$ cat config.mk
export PLATFORM = sky130hd
export DESIGN_NAME = fcte_front
export DESIGN_NICKNAME = d
export VERILOG_FILES = /design/src/sv/fcte_pkg.sv /design/src/sv/fcte_front.sv
export SDC_FILE = /design/constraint.sdc
export NUM_CORES = 1
export LEC_CHECK = 0
export ABC_AREA = 1
export BUFFER_PORTS_ARGS = -buffer_cell sky130_fd_sc_hd__buf_2
export CELL_PAD_IN_SITES_DETAIL_PLACEMENT = 1
export CELL_PAD_IN_SITES_GLOBAL_PLACEMENT = 2
export CORE_ASPECT_RATIO = 0.5
export CORE_MARGIN = 2
export CORE_UTILIZATION = 43
export CTS_BUF_LIST = sky130_fd_sc_hd__clkbuf_2
export CTS_CLUSTER_SIZE = 10
export DETAILED_ROUTE_END_ITERATION = 10
export GPL_TIMING_DRIVEN = 0
export PLACE_DENSITY = 0.89
export SLEW_MARGIN = 40
export SYNTH_ARGS = -nofsm -noshare
export SYNTH_HDL_FRONTEND = slang
export SYNTH_SLANG_ARGS = --single-unit
$ cat constraint.sdc
create_clock -name clock -period 20.2 [get_ports clock]
set_input_delay 1.01 -clock clock [delete_from_list [all_inputs] [get_ports clock]]
set_output_delay 1.01 -clock clock [all_outputs]
set_load 0.01 [all_outputs]
$ cat src/sv/fcte_pkg.sv
package fcte_pkg;

   localparam int CAPACITY = 32;
   localparam int IDX_W    = $clog2(CAPACITY);
   localparam int CNT_W    = $clog2(CAPACITY + 1);
   localparam int CSR_IDX_W = 2;
   localparam int CSR_DATA_W = 32;

   localparam logic [CNT_W-1:0] CAP_CNT = CNT_W'(CAPACITY);

   localparam logic [CSR_IDX_W-1:0] CSR_ACTIVE   = 2'd0;
   localparam logic [CSR_IDX_W-1:0] CSR_INACTIVE = 2'd1;
   localparam logic [CSR_IDX_W-1:0] CSR_MAX      = 2'd2;

   localparam logic       CMD_PACKET = 1'b0;
   localparam logic       CMD_FLUSH  = 1'b1;
   localparam logic [7:0] PROTO_TCP  = 8'd6;
   localparam logic [7:0] PROTO_UDP  = 8'd17;
   localparam logic [7:0] FIN_RST    = 8'h05;

   localparam logic [31:0] ACTIVE_RST   = 32'd60000;
   localparam logic [31:0] INACTIVE_RST = 32'd10000;
   localparam logic [5:0]  MAX_RST      = 6'd32;

   typedef struct packed {
      logic        cmd;
      logic [31:0] timestamp_ms;
      logic [31:0] src_ip;
      logic [31:0] dst_ip;
      logic [15:0] l4_src;
      logic [15:0] l4_dst;
      logic [7:0]  protocol;
      logic [7:0]  tos;
      logic [15:0] ip_length;
      logic [7:0]  flag_byte;
   } fcte_req_type;

   typedef struct packed {
      logic [31:0] out_src_ip;
      logic [31:0] out_dst_ip;
      logic [15:0] out_l4_src;
      logic [15:0] out_l4_dst;
      logic [7:0]  out_protocol;
      logic [7:0]  out_tos;
      logic [7:0]  flags_seen;
      logic [31:0] packet_count;
      logic [31:0] octet_count;
      logic [31:0] first_ms;
      logic [31:0] last_ms;
      logic        last_of_run;
   } fcte_rsp_type;

   typedef struct packed {
      logic [31:0] active_timeout;
      logic [31:0] inactive_timeout;
      logic [5:0]  max_flows;
   } fcte_cfg_type;

   typedef enum logic [3:0] {
      ST_IDLE,
      ST_BOOT,
      ST_SWEEP,
      ST_DECIDE,
      ST_UPDATE,
      ST_CREATE,
      ST_EXPORT,
      ST_FLUSH,
      ST_DONE
   } fcte_state_type;

endpackage

$ cat src/sv/fcte_front.sv
module fcte_front import fcte_pkg::*; (
   input  logic         clock,
   input  logic         reset,
   input  logic         start,
   output logic         busy,
   input  fcte_req_type req_data,
   output logic         q_valid,
   output fcte_req_type q_data,
   input  logic         q_pop
);

   fcte_req_type slot_ff [2];
   fcte_req_type clean;
   logic [1:0] cnt_ff, cnt_in;
   logic       rd_ff, rd_in;
   logic       wr_ff, wr_in;
   logic       push;

   // ports only mean something for TCP / UDP, flags only for TCP
   always_comb begin
      clean = req_data;
      if (req_data.protocol != PROTO_TCP && req_data.protocol != PROTO_UDP) begin
         clean.l4_src = '0;
         clean.l4_dst = '0;
      end
      if (req_data.protocol != PROTO_TCP) begin
         clean.flag_byte = '0;
      end
   end

   assign busy    = (cnt_ff == 2'd2);
   assign push    = start && !busy;
   assign q_valid = (cnt_ff != 2'd0);
   assign q_data  = slot_ff[rd_ff];

   always_comb begin
      cnt_in = cnt_ff;
      rd_in  = rd_ff;
      wr_in  = wr_ff;
      if (push) begin
         wr_in = ~wr_ff;
      end
      if (q_pop) begin
         rd_in = ~rd_ff;
      end
      if (push && !q_pop) begin
         cnt_in = cnt_ff + 2'd1;
      end else if (!push && q_pop) begin
         cnt_in = cnt_ff - 2'd1;
      end
   end

   always_ff @(posedge clock) begin
      if (reset) begin
         cnt_ff <= '0;
         rd_ff  <= 1'b0;
         wr_ff  <= 1'b0;
      end else begin
         cnt_ff <= cnt_in;
         rd_ff  <= rd_in;
         wr_ff  <= wr_in;
      end
   end

   always_ff @(posedge clock) begin
      if (push) begin
         slot_ff[wr_ff] <= clean;
      end
   end

endmodule

## Yosys cells after proc, flatten, opt, wreduce, memory -nomap -nowiden

Memory sizes are Yosys's and may differ from the RTL's. A register that Yosys moved wholly into a read port is not among the register bits.
Index checks and enable logic that the tools add are counted.

- Muxes and demuxes: 8
- Divide/modulo/power cells: 0
- Eq/ne operators: 3
- Shift operators: 0
- Add/sub/neg operators: 2
- $lt $le $gt $ge: 0
- Multiply operators: 0
- Bitwise gates (word level): 2
- Reductions and logical operators: 9

Operators with widths:

| cell | number |
|---|---|
| 32-bit 2-to-1 mux | 1 |
| 8-bit 2-to-1 mux | 1 |
| 8-bit by 3-bit != test with 1-bit output (second input constant) | 1 |
| 8-bit by 5-bit != test with 1-bit output (second input constant) | 1 |
| 1-bit logical AND | 4 |
| 1-bit 2-to-1 mux | 4 |
| 2-bit 2-to-1 mux | 2 |
| 2-bit nonzero test | 2 |
| 1-bit zero test | 3 |
| 2-bit by 1-bit adder with 2-bit output (second input constant) | 1 |
| 2-bit == test (second input constant) | 1 |
| 1-bit inverter | 2 |
| 2-bit by 1-bit subtractor with 2-bit output (second input constant) | 1 |

- RAM bits: 338
- Bits of input ports: 173
- ROM bits: 0
- Output and inout bits: 171
- Bits in registers: 4
- Latch bits: 0
- Word-level logic and storage cells: 28
- Memories kept: 1

Memories:

| name | words | bits a word | read ports | clocked after memory_dff | wr ports | line | RTL |
|---|---|---|---|---|---|---|---|
| slot_ff | 2 | 169 | 1 | 1 | 1 | fcte_front.sv:12 | `fcte_req_type slot_ff [2];` |

## Logic depth before layout (Yosys ltp)

- Depth in word-level cells: 7
- Gate-level depth with buffers: 10
- Gate-level depth less buffers: 10

## Worst setup path before layout

Ideal clock, no wire load.

- Path type: input to register
- Start point: input start
- End point: memory slot_ff[1][0] in the netlist's numbering (enable)
- Path buffers: 0
- Required time: 19498 ps
- Arrival time: 8309 ps
- Cell stages on the path: 4
- Slack: 11189 ps
- Setup time: 702 ps
- Cell sequence: inv_1 > nor2_1 > inv_1 > nor2_1

- Longest elaborated chain between the ends: 3

RTL lines:

| what | line | RTL |
|---|---|---|
| from (decl) | fcte_front.sv:4 | `input logic start,` |
| 1-bit logical AND | fcte_front.sv:32 | `assign push = start && !busy;` |
| 1-bit 2-to-1 mux | fcte_front.sv:66 | `if (push) begin` |
| 1-bit 2-to-1 mux (implied by the code) | fcte_front.sv:67 | `slot_ff[wr_ff] <= clean;` |
| to (decl) | fcte_front.sv:12 |  |

No other way between the ends.

==> impl_results.rst <==
.. list-table::
   :header-rows: 1

   * - Metric
     - Value
   * - Internal power
     - 1150 uW
   * - Clk_lat worst skew
     - 0.93 ns
   * - Mapped Avg Cell Area
     - 19.9 sq um
   * - Number of warnings reported in the yosys synthesis log
     - 0
   * - Die Height
     - 128 um
   * - Die footprint
     - 32500 sq um
   * - Number of different library cells in the post-synthesis netlist
     - 16
   * - Total via count in the routed design
     - 7504
   * - Maximum root-to-sink buffer count
     - 3
   * - Final period util
     - 0.164
   * - VDD IR max
     - 0.0000329 V
   * - Clock-pin slew reported for the worst setup and hold paths after clock tree synthesis
     - 0.12 ns
   * - Critical path startpoint category
     - register
   * - Number of placement rows
     - 45
   * - Final nets
     - 1288
   * - P_leak
     - 0.00690 uW
   * - Residual antenna-violating net count after detailed routing
     - 0
   * - Max Transition Viols Final
     - 0
   * - Post-CTS setup buffer count
     - 0
   * - Cell area after synthesis
     - 13300 sq um
   * - Routability congestion estimate from global placement
     - 0.773
   * - Number of antenna violations at the first check in global routing
     - 6
   * - Setup skew after layout
     - 0.0526 ns
   * - Overall power after layout
     - 1570 uW
   * - RSZ-0062 raised after global routing
     - false
   * - Horizontal die dimension
     - 253 um
   * - Number of buffers created by CTS
     - 78
   * - Total Negative Setup Slacks
     - 0 ns
   * - Nature of the critical path endpoint
     - output pin
   * - Pwr dens
     - 93.5 nW/um^2
   * - Critical Path Fanout Max
     - 10
   * - Max-cap check violation count
     - 0
   * - Total cell area at the placement stage
     - 16000 sq um
   * - Setup Viol. Count Final
     - 0
   * - Type of the worst min-delay path
     - input port to register
   * - TritonCTS clock tree
     - yes
   * - Combinational fraction of design power
     - 0.166
   * - Portion of total power attributed to the clock network
     - 0.286
   * - Category of the critical setup timing path
     - register to output pin
   * - Portion of total power attributed to sequential cells
     - 0.549
   * - Count of state elements after synthesis
     - 343
   * - Worst Path Arrival
     - 2.30 ns
   * - CORE AREA
     - 30400 sq um
   * - Capture endpoint of the worst hold path
     - slot_ff[0][154]$_DFFE_PP_
   * - Headroom to the max-slew limit
     - 0.718
   * - TritonCTS Sinks
     - 343
   * - Worst r2r src
     - cnt_ff[1]$_SDFFE_PP0P_
   * - Net switching power figure
     - 413 uW
   * - Maximum level of the CTS H-tree
     - 3
   * - Hold Path Stages
     - 1
   * - Detailed-route DRC error count
     - 0
   * - Maximum number of pins on one net before global-route repair
     - 22
   * - Wire length of the first global-routing pass
     - 48.9 mm
   * - Via density
     - 4.76
   * - Post-layout minimum cycle time
     - 3.31 ns
   * - Most frequent cells in the layout
     - sky130_fd_sc_hd__buf_2, sky130_fd_sc_hd__edfxtp_1, sky130_fd_sc_hd__clkbuf_2, sky130_fd_sc_hd__mux2_4, sky130_fd_sc_hd__mux2_2
   * - Fraction of final layout cells sized beyond drive strength 1
     - 0.586
   * - Startpoint of the tightest hold check path
     - req_data[154]
   * - Total gr overflow
     - 0
   * - Post-DP HPWL
     - 24.2 mm
   * - 1st-iter DRT viols
     - 318
   * - Cell depth of the worst flop-to-flop path
     - 10
   * - Average wire length per cell after detail routing
     - 21.2 um
   * - # port buffers
     - 343
   * - Total length of routed wires
     - 33.3 mm
   * - # hold bufs at CTS
     - 0
   * - Post-synthesis sequential area ratio
     - 0.770
   * - Ports
     - 344
   * - Area growth, synth to finish
     - 25.7%
   * - Initial standard-cell utilization of the core
     - 0.438
   * - Vias in the first global route
     - 8315
   * - CP Data Required Time
     - 19.19 ns
   * - Flop2flop setup slack
     - 17.83 ns
   * - Most common cell after layout, fill and taps aside
     - sky130_fd_sc_hd__buf_2
   * - Global-route usage over all layers
     - 0.204
   * - Router iterations before antenna repair
     - 5
   * - Switching power share of the total
     - 0.264
   * - Fin. Hold Viols
     - 0
   * - Maximum achievable frequency
     - 302 MHz
   * - Number of nets in the synthesized netlist
     - 843
   * - CTS Root Buffer Type
     - sky130_fd_sc_hd__clkbuf_2
   * - Finished Cell Area
     - 16700 sq um
   * - Post-cts sizing count
     - 0
   * - Terminus of the critical flop-to-flop path
     - slot_ff[1][105]$_DFFE_PP_
   * - Number of fillers in the final layout
     - 3027
   * - Instance count of the mapped netlist
     - 669
   * - Worst slew pin tran
     - 0.422 ns
   * - Run status
     - finished, final reports clean
==> layout make-up <==
type	count	area (sq um)	share of cell area
clock buffer	121	606	0.0362
clock inverter	15	109	0.00650
inverter	56	210	0.0126
buffer	25	213	0.0127
tap	399	499	0.0298
sequential	343	10200	0.612
multi-input combinational	245	2660	0.159
timing repair buffer	365	2180	0.130
antenna	6	15.0	0.000897
==> sequential cells by signal, indices dropped and copies added, names as in the netlist, named ones only <==
signal and flops:
wr_ff 1, rd_ff 1, cnt_ff 2, slot_ff 338
==> cells in the mapped netlist <==
cell type | instances | share of area
sky130_fd_sc_hd__edfxtp_1 | 338 | 0.76
sky130_fd_sc_hd__mux2_4 | 101 | 0.11
sky130_fd_sc_hd__mux2_2 | 68 | 0.058
sky130_fd_sc_hd__inv_1 | 56 | 0.016
sky130_fd_sc_hd__a21oi_1 | 33 | 0.012
sky130_fd_sc_hd__buf_6 | 14 | 0.012
sky130_fd_sc_hd__nand2_1 | 14 | 0.0039
sky130_fd_sc_hd__nor2_1 | 14 | 0.0039
sky130_fd_sc_hd__buf_2 | 11 | 0.0041
sky130_fd_sc_hd__nor3_1 | 8 | 0.0030
sky130_fd_sc_hd__dfxtp_1 | 5 | 0.0075
sky130_fd_sc_hd__nand3_1 | 2 | 0.00075
sky130_fd_sc_hd__o21ai_0 | 2 | 0.00075
sky130_fd_sc_hd__ha_1 | 1 | 0.00094
sky130_fd_sc_hd__nand3b_1 | 1 | 0.00056
sky130_fd_sc_hd__xnor2_1 | 1 | 0.00066
==> worst max-delay path by stage <==
stage / slack [ns] / endpoint
final: 16.89 / q_data[69]
after global routing: 16.68 / q_data[69]
after CTS: 16.72 / q_data[69]
after detailed placement: 17.11 / slot_ff[1][112]$_DFFE_PP_
after global placement: 7.20 / slot_ff[1][112]$_DFFE_PP_
after floorplan: 11.19 / slot_ff[1][0]$_DFFE_PP_
==> routing by layer <==
layer / share of wire / track usage / routed length [um] / vias to the layer above
li1: - / - / - / 3474
met5: 0 / 0 / 0 / -
met1: 0.37 / 0.216 / 12300 / 3773
met3: 0.035 / 0.0530 / 1170 / 68
met4: 0.034 / 0.101 / 1120 / 0
met2: 0.56 / 0.380 / 18800 / 189
==> power by group through the flow <==
stage	Sequential [uW]	Clock, uW	Combinational [uW]
4_1_cts	859	469	264
3_3_place_gp	897	0	229
2_1_floorplan	887	0	138
3_5_place_dp	875	0	263
6_report	859	447	259
5_1_grt	864	503	275
==> per-stage QoR <==
| stage | std cells | worst slack (ns) | hold slack (ns) | utilization |
|---|---|---|---|---|
| after floorplan | 669 | 11.19 | 0.480 | - |
| after global placement | 1411 | 7.20 | 0.498 | 0.511 |
| after detailed placement | 1433 | 17.11 | 0.555 | 0.527 |
| after CTS | 1569 | 16.72 | 0.125 | 0.550 |
| after global routing | 1575 | 16.68 | 0.120 | 0.551 |
| final | 1575 | 16.89 | 0.266 | 0.551 |
==> critical path, stage by stage, from the launching register on <==
cell and delay [ns]:
sky130_fd_sc_hd__dfxtp_1 0.34, sky130_fd_sc_hd__buf_6 0.14, sky130_fd_sc_hd__buf_6 0.23, sky130_fd_sc_hd__buf_6 0.23, sky130_fd_sc_hd__mux2_4 0.33, sky130_fd_sc_hd__buf_2 0.16
==> kinds of logic (layout without fill, tap and decap cells) <==
logic type | count (synthesis) | in the layout | share of synthesized area
mux | 169 | 169 | 0.171
xor+xnor | 1 | 1 | 0.000658
fa+ha+maj | 1 | 1 | 0.000940
buf+inv | 81 | 582 | 0.0318
compound gates | 35 | 35 | 0.0132
other cells | 0 | 6 | 0
flops | 343 | 343 | 0.770
simple gates | 39 | 39 | 0.0122
Power figures use the tool's default switching activity.
